$ cat config.mk
export PLATFORM = sky130hd
export DESIGN_NAME = keyed_counter_table
export DESIGN_NICKNAME = d
export VERILOG_FILES = /design/src/rtl/kct_pkg.sv /design/src/rtl/kct_datapath.sv /design/src/rtl/kct_ctrl.sv /design/src/rtl/keyed_counter_table.sv
export SDC_FILE = /design/constraint.sdc
export NUM_CORES = 1
export LEC_CHECK = 0
export ABC_AREA = 0
export BUFFER_PORTS_ARGS = -buffer_cell sky130_fd_sc_hd__clkbuf_2
export CAP_MARGIN = 20
export CORE_MARGIN = 2
export CORE_UTILIZATION = 50
export DETAILED_ROUTE_END_ITERATION = 10
export PLACE_DENSITY = 0.66
export RECOVER_POWER = 50
export SLEW_MARGIN = 20
export SYNTH_ARGS = -nofsm -noshare
export SYNTH_HDL_FRONTEND = slang
export SYNTH_HIERARCHICAL = 1
export SYNTH_SLANG_ARGS = --single-unit
$ cat constraint.sdc
create_clock -name clk -period 12.8 [get_ports clk]
set_input_delay 0.64 -clock clk [delete_from_list [all_inputs] [get_ports clk]]
set_output_delay 0.64 -clock clk [all_outputs]
set_load 0.01 [all_outputs]
$ cat src/rtl/kct_pkg.sv
// kct_pkg: field widths, codes and controller/datapath interface types
// for the keyed counter table. No dependencies.
package kct_pkg;

	// field widths
	localparam int KEY_W  = 24;
	localparam int CNT_W  = 16;
	localparam int STAT_W = 2;
	localparam int EIDX_W = 4;
	localparam int SEL_W  = 2;
	localparam int CAP_W  = 5;

	// capacity after reset
	localparam logic [CAP_W-1:0] CAP_RESET = 5'd16;

	// request types
	localparam logic REQ_WRITE = 1'b0;
	localparam logic REQ_READ  = 1'b1;

	// result status codes
	localparam logic [STAT_W-1:0] ST_OK      = 2'd0;
	localparam logic [STAT_W-1:0] ST_FULL    = 2'd1;
	localparam logic [STAT_W-1:0] ST_MISSING = 2'd2;

	// counter slots of one entry
	localparam logic [SEL_W-1:0] LAST_SLOT = 2'd2;

	// result kinds chosen by the controller
	localparam logic [1:0] RES_OK_VAL = 2'd0;
	localparam logic [1:0] RES_OK_MEM = 2'd1;
	localparam logic [1:0] RES_FULL   = 2'd2;
	localparam logic [1:0] RES_MISS   = 2'd3;

	// controller to datapath commands
	typedef struct packed {
		logic       load_req;
		logic       search;
		logic       use_sel;
		logic       cnt_write;
		logic       cnt_read;
		logic       key_write;
		logic       idx_from_occ;
		logic       slot_inc;
		logic       occ_inc;
		logic       load_out;
		logic [1:0] res_kind;
	} kct_cmd_t;

	// datapath to controller status
	typedef struct packed {
		logic match;
		logic search_miss;
		logic is_read;
		logic at_limit;
		logic slot_last;
		logic out_free;
	} kct_stat_t;

endpackage

$ cat src/rtl/kct_datapath.sv
// kct_datapath: request registers, key and counter memories, search
// pointer, occupancy and capacity registers, result register.
// Depends on kct_pkg; driven by kct_ctrl.
module kct_datapath import kct_pkg::*; #(
	parameter int ENTRIES = 16
) (
	input  logic              clk,
	input  logic              arst_n,
	input  kct_cmd_t          cmd,
	output kct_stat_t         stat,
	input  logic              cfg_valid,
	input  logic [CAP_W-1:0]  cfg_data,
	input  logic              req_type,
	input  logic [KEY_W-1:0]  key,
	input  logic [SEL_W-1:0]  counter_select,
	input  logic [CNT_W-1:0]  new_value,
	output logic              out_valid,
	input  logic              out_ready,
	output logic [STAT_W-1:0] status,
	output logic [EIDX_W-1:0] entry_index,
	output logic [CNT_W-1:0]  counter_value
);

	localparam int IW   = (ENTRIES > 1) ? $clog2(ENTRIES) : 1;
	localparam int OCW  = $clog2(ENTRIES + 1);
	localparam int CAW  = $clog2(3 * ENTRIES);
	localparam int CMPW = (OCW > CAP_W) ? OCW : CAP_W;

	// memories
	logic [KEY_W-1:0] key_mem [ENTRIES];
	logic [CNT_W-1:0] cnt_mem [3 * ENTRIES];

	// control registers
	logic [CAP_W-1:0] cap_q;
	logic [OCW-1:0]   occ_q;
	logic             cmp_valid_q;
	logic             out_valid_q;

	// payload registers
	logic             is_read_q;
	logic [KEY_W-1:0] key_q;
	logic [SEL_W-1:0] sel_q;
	logic [CNT_W-1:0] val_q;
	logic [OCW-1:0]   ptr_q;
	logic [IW-1:0]    cmp_idx_q;
	logic [KEY_W-1:0] key_rd_q;
	logic [IW-1:0]    work_idx_q;
	logic [SEL_W-1:0] slot_q;
	logic [CNT_W-1:0] cnt_rd_q;
	logic [STAT_W-1:0] out_status_q;
	logic [EIDX_W-1:0] out_idx_q;
	logic [CNT_W-1:0]  out_value_q;

	logic             ptr_in_range;
	logic [IW-1:0]    ptr_idx;
	logic [IW-1:0]    occ_idx;
	logic [CMPW-1:0]  cap_ext;
	logic [CMPW-1:0]  ent_ext;
	logic [CMPW-1:0]  occ_ext;
	logic [CMPW-1:0]  limit;
	logic [SEL_W-1:0] slot;
	logic [CAW-1:0]   idx_ext;
	logic [CAW-1:0]   cnt_addr;
	logic [CNT_W-1:0] cnt_wdata;
	logic             key_hit;

	// search pointer and occupancy views
	assign ptr_in_range = (ptr_q < occ_q);
	assign ptr_idx      = ptr_q[IW-1:0];
	assign occ_idx      = occ_q[IW-1:0];
	assign key_hit      = cmp_valid_q && (key_rd_q == key_q);

	// effective limit is the smaller of capacity and table depth
	assign cap_ext = CMPW'(cap_q);
	assign ent_ext = CMPW'(ENTRIES);
	assign occ_ext = CMPW'(occ_q);
	assign limit   = (cap_ext < ent_ext) ? cap_ext : ent_ext;

	// counter address: entry * 3 + slot
	assign slot      = cmd.use_sel ? sel_q : slot_q;
	assign idx_ext   = CAW'(work_idx_q);
	assign cnt_addr  = (idx_ext << 1) + idx_ext + CAW'(slot);
	assign cnt_wdata = (slot == sel_q) ? val_q : '0;

	// status to controller
	always_comb begin
		stat.match       = key_hit;
		stat.search_miss = !cmp_valid_q && !ptr_in_range;
		stat.is_read     = is_read_q;
		stat.at_limit    = (occ_ext >= limit);
		stat.slot_last   = (slot_q == LAST_SLOT);
		stat.out_free    = !out_valid_q || out_ready;
	end

	// control registers
	always_ff @(posedge clk or negedge arst_n) begin
		if (!arst_n) begin
			cap_q       <= CAP_RESET;
			occ_q       <= '0;
			cmp_valid_q <= 1'b0;
			out_valid_q <= 1'b0;
		end else begin
			if (cfg_valid) begin
				cap_q <= cfg_data;
			end
			if (cmd.occ_inc) begin
				occ_q <= occ_q + 1'b1;
			end
			if (cmd.load_req) begin
				cmp_valid_q <= 1'b0;
			end else begin
				cmp_valid_q <= cmd.search && ptr_in_range;
			end
			if (cmd.load_out) begin
				out_valid_q <= 1'b1;
			end else if (out_ready) begin
				out_valid_q <= 1'b0;
			end
		end
	end

	// request capture, search pointer, slot counter, working index
	always_ff @(posedge clk) begin
		if (cmd.load_req) begin
			is_read_q <= req_type;
			key_q     <= key;
			// select three saturates to the third counter
			sel_q     <= (counter_select > LAST_SLOT) ? LAST_SLOT : counter_select;
			val_q     <= new_value;
			ptr_q     <= '0;
			slot_q    <= '0;
		end else begin
			if (cmd.search && ptr_in_range) begin
				ptr_q     <= ptr_q + 1'b1;
				cmp_idx_q <= ptr_idx;
			end
			if (cmd.slot_inc) begin
				slot_q <= slot_q + 1'b1;
			end
		end
		if (cmd.search && key_hit) begin
			work_idx_q <= cmp_idx_q;
		end else if (cmd.idx_from_occ) begin
			work_idx_q <= occ_idx;
		end
	end

	// key memory
	always_ff @(posedge clk) begin
		if (cmd.key_write) begin
			key_mem[occ_idx] <= key_q;
		end
		if (cmd.search && ptr_in_range) begin
			key_rd_q <= key_mem[ptr_idx];
		end
	end

	// counter memory
	always_ff @(posedge clk) begin
		if (cmd.cnt_write) begin
			cnt_mem[cnt_addr] <= cnt_wdata;
		end
		if (cmd.cnt_read) begin
			cnt_rd_q <= cnt_mem[cnt_addr];
		end
	end

	// result register
	always_ff @(posedge clk) begin
		if (cmd.load_out) begin
			case (cmd.res_kind)
				RES_OK_VAL: begin
					out_status_q <= ST_OK;
					out_idx_q    <= EIDX_W'(work_idx_q);
					out_value_q  <= val_q;
				end
				RES_OK_MEM: begin
					out_status_q <= ST_OK;
					out_idx_q    <= EIDX_W'(work_idx_q);
					out_value_q  <= cnt_rd_q;
				end
				RES_FULL: begin
					out_status_q <= ST_FULL;
					out_idx_q    <= '0;
					out_value_q  <= '0;
				end
				default: begin
					out_status_q <= ST_MISSING;
					out_idx_q    <= '0;
					out_value_q  <= '0;
				end
			endcase
		end
	end

	assign out_valid     = out_valid_q;
	assign status        = out_status_q;
	assign entry_index   = out_idx_q;
	assign counter_value = out_value_q;

endmodule

$ cat src/rtl/kct_ctrl.sv
// kct_ctrl: request sequencer for the keyed counter table.
// Depends on kct_pkg; commands kct_datapath.
module kct_ctrl import kct_pkg::*; (
	input  logic      clk,
	input  logic      arst_n,
	input  logic      in_valid,
	output logic      in_ready,
	input  kct_stat_t stat,
	output kct_cmd_t  cmd
);

	localparam logic [2:0] S_IDLE   = 3'd0;
	localparam logic [2:0] S_SEARCH = 3'd1;
	localparam logic [2:0] S_HIT    = 3'd2;
	localparam logic [2:0] S_MISS   = 3'd3;
	localparam logic [2:0] S_INSERT = 3'd4;
	localparam logic [2:0] S_DONE   = 3'd5;

	logic [2:0] state_q;
	logic [2:0] state_d;
	logic [1:0] res_kind_q;
	logic [1:0] res_kind_d;

	// next state and commands
	always_comb begin
		state_d      = state_q;
		res_kind_d   = res_kind_q;
		in_ready     = 1'b0;
		cmd          = '0;
		cmd.res_kind = res_kind_q;
		case (state_q)
			S_IDLE: begin
				in_ready = 1'b1;
				if (in_valid) begin
					cmd.load_req = 1'b1;
					state_d      = S_SEARCH;
				end
			end
			S_SEARCH: begin
				cmd.search = 1'b1;
				if (stat.match) begin
					state_d = S_HIT;
				end else if (stat.search_miss) begin
					state_d = S_MISS;
				end
			end
			S_HIT: begin
				cmd.use_sel = 1'b1;
				if (stat.is_read) begin
					cmd.cnt_read = 1'b1;
					res_kind_d   = RES_OK_MEM;
				end else begin
					cmd.cnt_write = 1'b1;
					res_kind_d    = RES_OK_VAL;
				end
				state_d = S_DONE;
			end
			S_MISS: begin
				if (stat.is_read) begin
					res_kind_d = RES_MISS;
					state_d    = S_DONE;
				end else if (stat.at_limit) begin
					res_kind_d = RES_FULL;
					state_d    = S_DONE;
				end else begin
					cmd.key_write    = 1'b1;
					cmd.idx_from_occ = 1'b1;
					state_d          = S_INSERT;
				end
			end
			S_INSERT: begin
				// clear all three counters, selected one takes the value
				cmd.cnt_write = 1'b1;
				cmd.slot_inc  = 1'b1;
				if (stat.slot_last) begin
					cmd.occ_inc = 1'b1;
					res_kind_d  = RES_OK_VAL;
					state_d     = S_DONE;
				end
			end
			S_DONE: begin
				if (stat.out_free) begin
					cmd.load_out = 1'b1;
					state_d      = S_IDLE;
				end
			end
			default: begin
				state_d = S_IDLE;
			end
		endcase
	end

	// state registers
	always_ff @(posedge clk or negedge arst_n) begin
		if (!arst_n) begin
			state_q    <= S_IDLE;
			res_kind_q <= RES_OK_VAL;
		end else begin
			state_q    <= state_d;
			res_kind_q <= res_kind_d;
		end
	end

endmodule

$ cat src/rtl/keyed_counter_table.sv
// keyed_counter_table: top level, joins the sequencer and the datapath.
// Depends on kct_pkg, kct_ctrl and kct_datapath.
//
// Usage:
//   cfg channel (cfg_valid/cfg_ready/cfg_data) writes the capacity register;
//   cfg_ready is always high. Write it only while the table is idle.
//   in channel carries one request transaction: req_type, key,
//   counter_select, new_value. out channel returns one result transaction
//   per request: status, entry_index, counter_value.
// Timing:
//   one request at a time. The search compares the stored keys in order from
//   entry 0 and ends on a hit or once all occupied entries are compared; an
//   insert then writes the key and clears the three counters, one by one,
//   through the single counter memory port. The search reads one stored key
//   per cycle.
// Reset:
//   clears the occupied count and sets capacity to 16; the key and counter
//   memories are not cleared, only occupied entries are ever read.
// Stall:
//   a finished result waits in the output register; the next request is
//   accepted meanwhile and is held at its end until the register frees.
module keyed_counter_table import kct_pkg::*; #(
	parameter int ENTRIES = 16
) (
	input  logic              clk,
	input  logic              arst_n,
	input  logic              cfg_valid,
	output logic              cfg_ready,
	input  logic [CAP_W-1:0]  cfg_data,
	input  logic              in_valid,
	output logic              in_ready,
	input  logic              req_type,
	input  logic [KEY_W-1:0]  key,
	input  logic [SEL_W-1:0]  counter_select,
	input  logic [CNT_W-1:0]  new_value,
	output logic              out_valid,
	input  logic              out_ready,
	output logic [STAT_W-1:0] status,
	output logic [EIDX_W-1:0] entry_index,
	output logic [CNT_W-1:0]  counter_value
);

	kct_cmd_t  cmd;
	kct_stat_t stat;

	// configuration is always taken
	assign cfg_ready = 1'b1;

	kct_ctrl u_ctrl (
		.clk      (clk),
		.arst_n   (arst_n),
		.in_valid (in_valid),
		.in_ready (in_ready),
		.stat     (stat),
		.cmd      (cmd)
	);

	kct_datapath #(
		.ENTRIES (ENTRIES)
	) u_dp (
		.clk            (clk),
		.arst_n         (arst_n),
		.cmd            (cmd),
		.stat           (stat),
		.cfg_valid      (cfg_valid),
		.cfg_data       (cfg_data),
		.req_type       (req_type),
		.key            (key),
		.counter_select (counter_select),
		.new_value      (new_value),
		.out_valid      (out_valid),
		.out_ready      (out_ready),
		.status         (status),
		.entry_index    (entry_index),
		.counter_value  (counter_value)
	);

endmodule

==> flow_summary.toml <==
[global_routing]
grt_util_all_layers = 0.253
grt_antenna_before_repair = 4
grt_overflow = 0
grt_pass1_wl_um = 187000
grt_max_degree = 76
first_global_vias = 26600

[sta]
fin_tns_setup_ps = 0
slew_headroom = -1.75
fin_crit_ps = 7150
tightest_slew_ps = 4130
fmax_mhz = 140
rsz0062_at_grt = "no"
skew_ps = 27.6
slew_viol_final = 907
period_share = 0.559
setup_violations = 0
finalHoldViolCount = 0
setup_ws_ps = 5650

[route]
dr.pass1.iters = 6
dr_total_vias = 26700
finalWirelength_um = 129000
drt-wirelength-per-cell_um = 30.8
routed_via_density = 6.35
drt_iter0_drc = 3628
drc_errors = 0
ant_nets = 0

[floorplan]
initial_core_util = 0.503
rows = 116
die_y_um = 321
die_w_um = 321
die-area_sq_mm = 0.103
core_area_sq_mm = 0.0999
ios = 78

[run]
maxCapViolCount = 22

[layout]
mostFrequentLayoutCells = "edfxtp_1, mux4_2, clkbuf_16, nor2_1, mux2i_1"
syn_to_final_growth_pct = 12.7
utilization = 0.567
num-nets-final = 2877
final_common_cell = "edfxtp_1"
diodes = 0
drive_gt1_frac = 0.203

[clock_network]
cts_buffers = 131
cts_setup_buffers = 0
cts_max_level = 4
cts_buffer_depth = 3
cts.sink_count = 1289
cts_tree = "done"
clk_latency_ps = 750
cts_root_buf = "clkbuf_16"
path_clk_slew_ps = 60

[synthesis]
yosys.cell_types.count = 71
synth-seq-area-share = 0.767
ys.flop_type = "edfxtp_1"
syn_nets = 2704
async_flop_share = 0.0132
synth_warnings = 6
avgSynthCellArea_sq_um = 19.1
synth_top_area_frac = 0.756
synthTopCellsByArea = "edfxtp_1, mux4_2, mux2i_1"
syn-instance-count = 2627
ys_ff_latch = 1289
netlist_area_sq_mm = 0.0502
synth_top_cell_by_area = "edfxtp_1"
synth_edf_count = 1265

[setup_path]
arrival_ps = 7620
setup.worst_path.end_class = "flip-flop"
crit_path_top_delay_cell = "buf_4"
critPathLaunchType = "flip-flop"
crit_chain = "nor3b_1 -> mux2_2 -> fa_1 -> ha_4 -> buf_4 -> buf_4 -> inv_2 -> buf_12 -> nand2_1 -> o22ai_1 -> nor3_1 -> a211oi_1 -> or4_1"
cp.required_ps = 13270
crit_type = "reg2reg"
crit_fanout = 58
max_stage_delay_ps = 880
cpMostUsedCell = "buf_4"

[outcome]
violations = "max-capacitance violations, max-slew violations"
status = "complete, but fails checks"

[power]
p_leak_nw = 18.4
power_w = 0.0137
p_per_area_mw_per_mm2 = 243
peakVddDrop_mv = 0.159

[placed_design]
portBuffers = 76
dpl.hpwl_um = 72800
dp_slack_ps = 6070
gp_congestion = 0.881

[min_path]
hp-class = "in2reg"
-- power breakdown --
group / internal, W / switching, W / total [W]
sequential: 0.00522 / 0.000178 / 0.00540
combinational: 0.00158 / 0.00303 / 0.00461
clock: 0.00217 / 0.00156 / 0.00373
total: 0.00896 / 0.00477 / 0.0137
-- final timing paths --
path | start | endpoint | slack (ps) | cells past startpoint
max | u_ctrl/state_q[0] | u_dp/cnt_rd_q[9] | 5650 | 13
min in group asynchronous | arst_n | u_dp/cmp_valid_q | 570 | 2
max reg2reg | u_ctrl/state_q[0] | u_dp/cnt_rd_q[9] | 5650 | 13
min | key[17] | u_dp/key_q[17] | 70 | 1
min reg2reg | u_dp/cap_ext[1] | u_dp/cap_ext[1] | 510 | 1
max in group asynchronous | arst_n | u_dp/out_valid | 11650 | 2
-- sequential cells by signal, indices dropped and copies added (netlist names), 16 cells and up --
register,flops
u_dp/cnt_mem,768
u_dp/key_mem,384
u_dp/key_q,24
u_dp/key_rd_q,24
u_dp/cnt_rd_q,16
u_dp/counter_value,16
u_dp/val_q,16
-- synth_stat cells, types with 5 or more instances --
cell type  instances
dfrtp_1           16
a211oi_1          19
nand3_1           28
mux2i_1          127
xnor2_1           16
a221oi_1          69
buf_6             10
mux2_2            69
o21ai_0           76
clkbuf_1          63
inv_1             11
and2_1            18
nor2b_1           30
o221ai_1           5
a221o_1           17
buf_2             52
o211ai_1           9
nand2b_1          10
dfxtp_1            7
o2bb2ai_1          6
a222oi_1           5
a22o_1            14
a22oi_1           32
and3_1            11
a211o_1            6
nand2_1           77
nor3_1            13
buf_4             21
mux4_2           164
nand4_1            9
a21oi_1           72
ha_1              22
buf_1              7
edfxtp_1        1265
nor2_1           133
xor2_1            19
o22ai_1           19
a31oi_1           12
-- per-stage QoR --
step / cells / hold WS, ps / area [sq um]
5_1_grt: 4199 / 25.7 / 56600
6_report: 4199 / 70.8 / 56600
4_1_cts: 4198 / 21.9 / 56800
3_5_place_dp: 3963 / 505 / 52600
2_1_floorplan: 2627 / 344 / 50200
3_3_place_gp: 3961 / 491 / 52500
-- critical path: cells and delay by family (launching register included) --
kind            cells  cell delay, ps
buf+inv             4            2380
simple gates        4            1940
fa+ha+maj           2            1210
flops               1             480
mux                 1             430
compound gates      2             370
-- layer usage --
layer	wire length (um)	part of all wire	global-route usage
met1	52700	0.41	0.369
met2	59300	0.46	0.383
met3	13500	0.10	0.0603
met4	3720	0.029	0.0776
met5	13	0.00010	0
-- timing repair --
item	in CTS	in global routing
hold buffers	1	0
endpoints found under the setup margin	0	0
gates resized for setup	0	0
hold endpoints to repair	16	0
-- cells by family (layout without fill, tap and decap cells) --
kind of cell | count (synthesis) | after routing | share of synthesized area
XOR/XNOR | 35 | 35 | 0.00610
buffers and inverters | 168 | 442 | 0.0169
other | 1 | 1 | 0.0000746
adder cells (fa/ha/maj) | 24 | 24 | 0.00628
AND/OR/NAND/NOR | 360 | 360 | 0.0345
multiplexers | 361 | 361 | 0.115
flip-flops | 1289 | 1289 | 0.767
AO/OA/AOI/OAI | 389 | 389 | 0.0543
-- area by class of cell --
type | count | area [sq um]
clock buffers | 175 | 3570
clock inverters | 59 | 609
fillers | 7455 | 43200
inverters | 14 | 55.1
multi-input cells | 1170 | 11000
flip-flops and latches | 1289 | 38600
well taps | 1298 | 1620
repair buffers | 194 | 1180
Power figures use the tool's default switching activity.
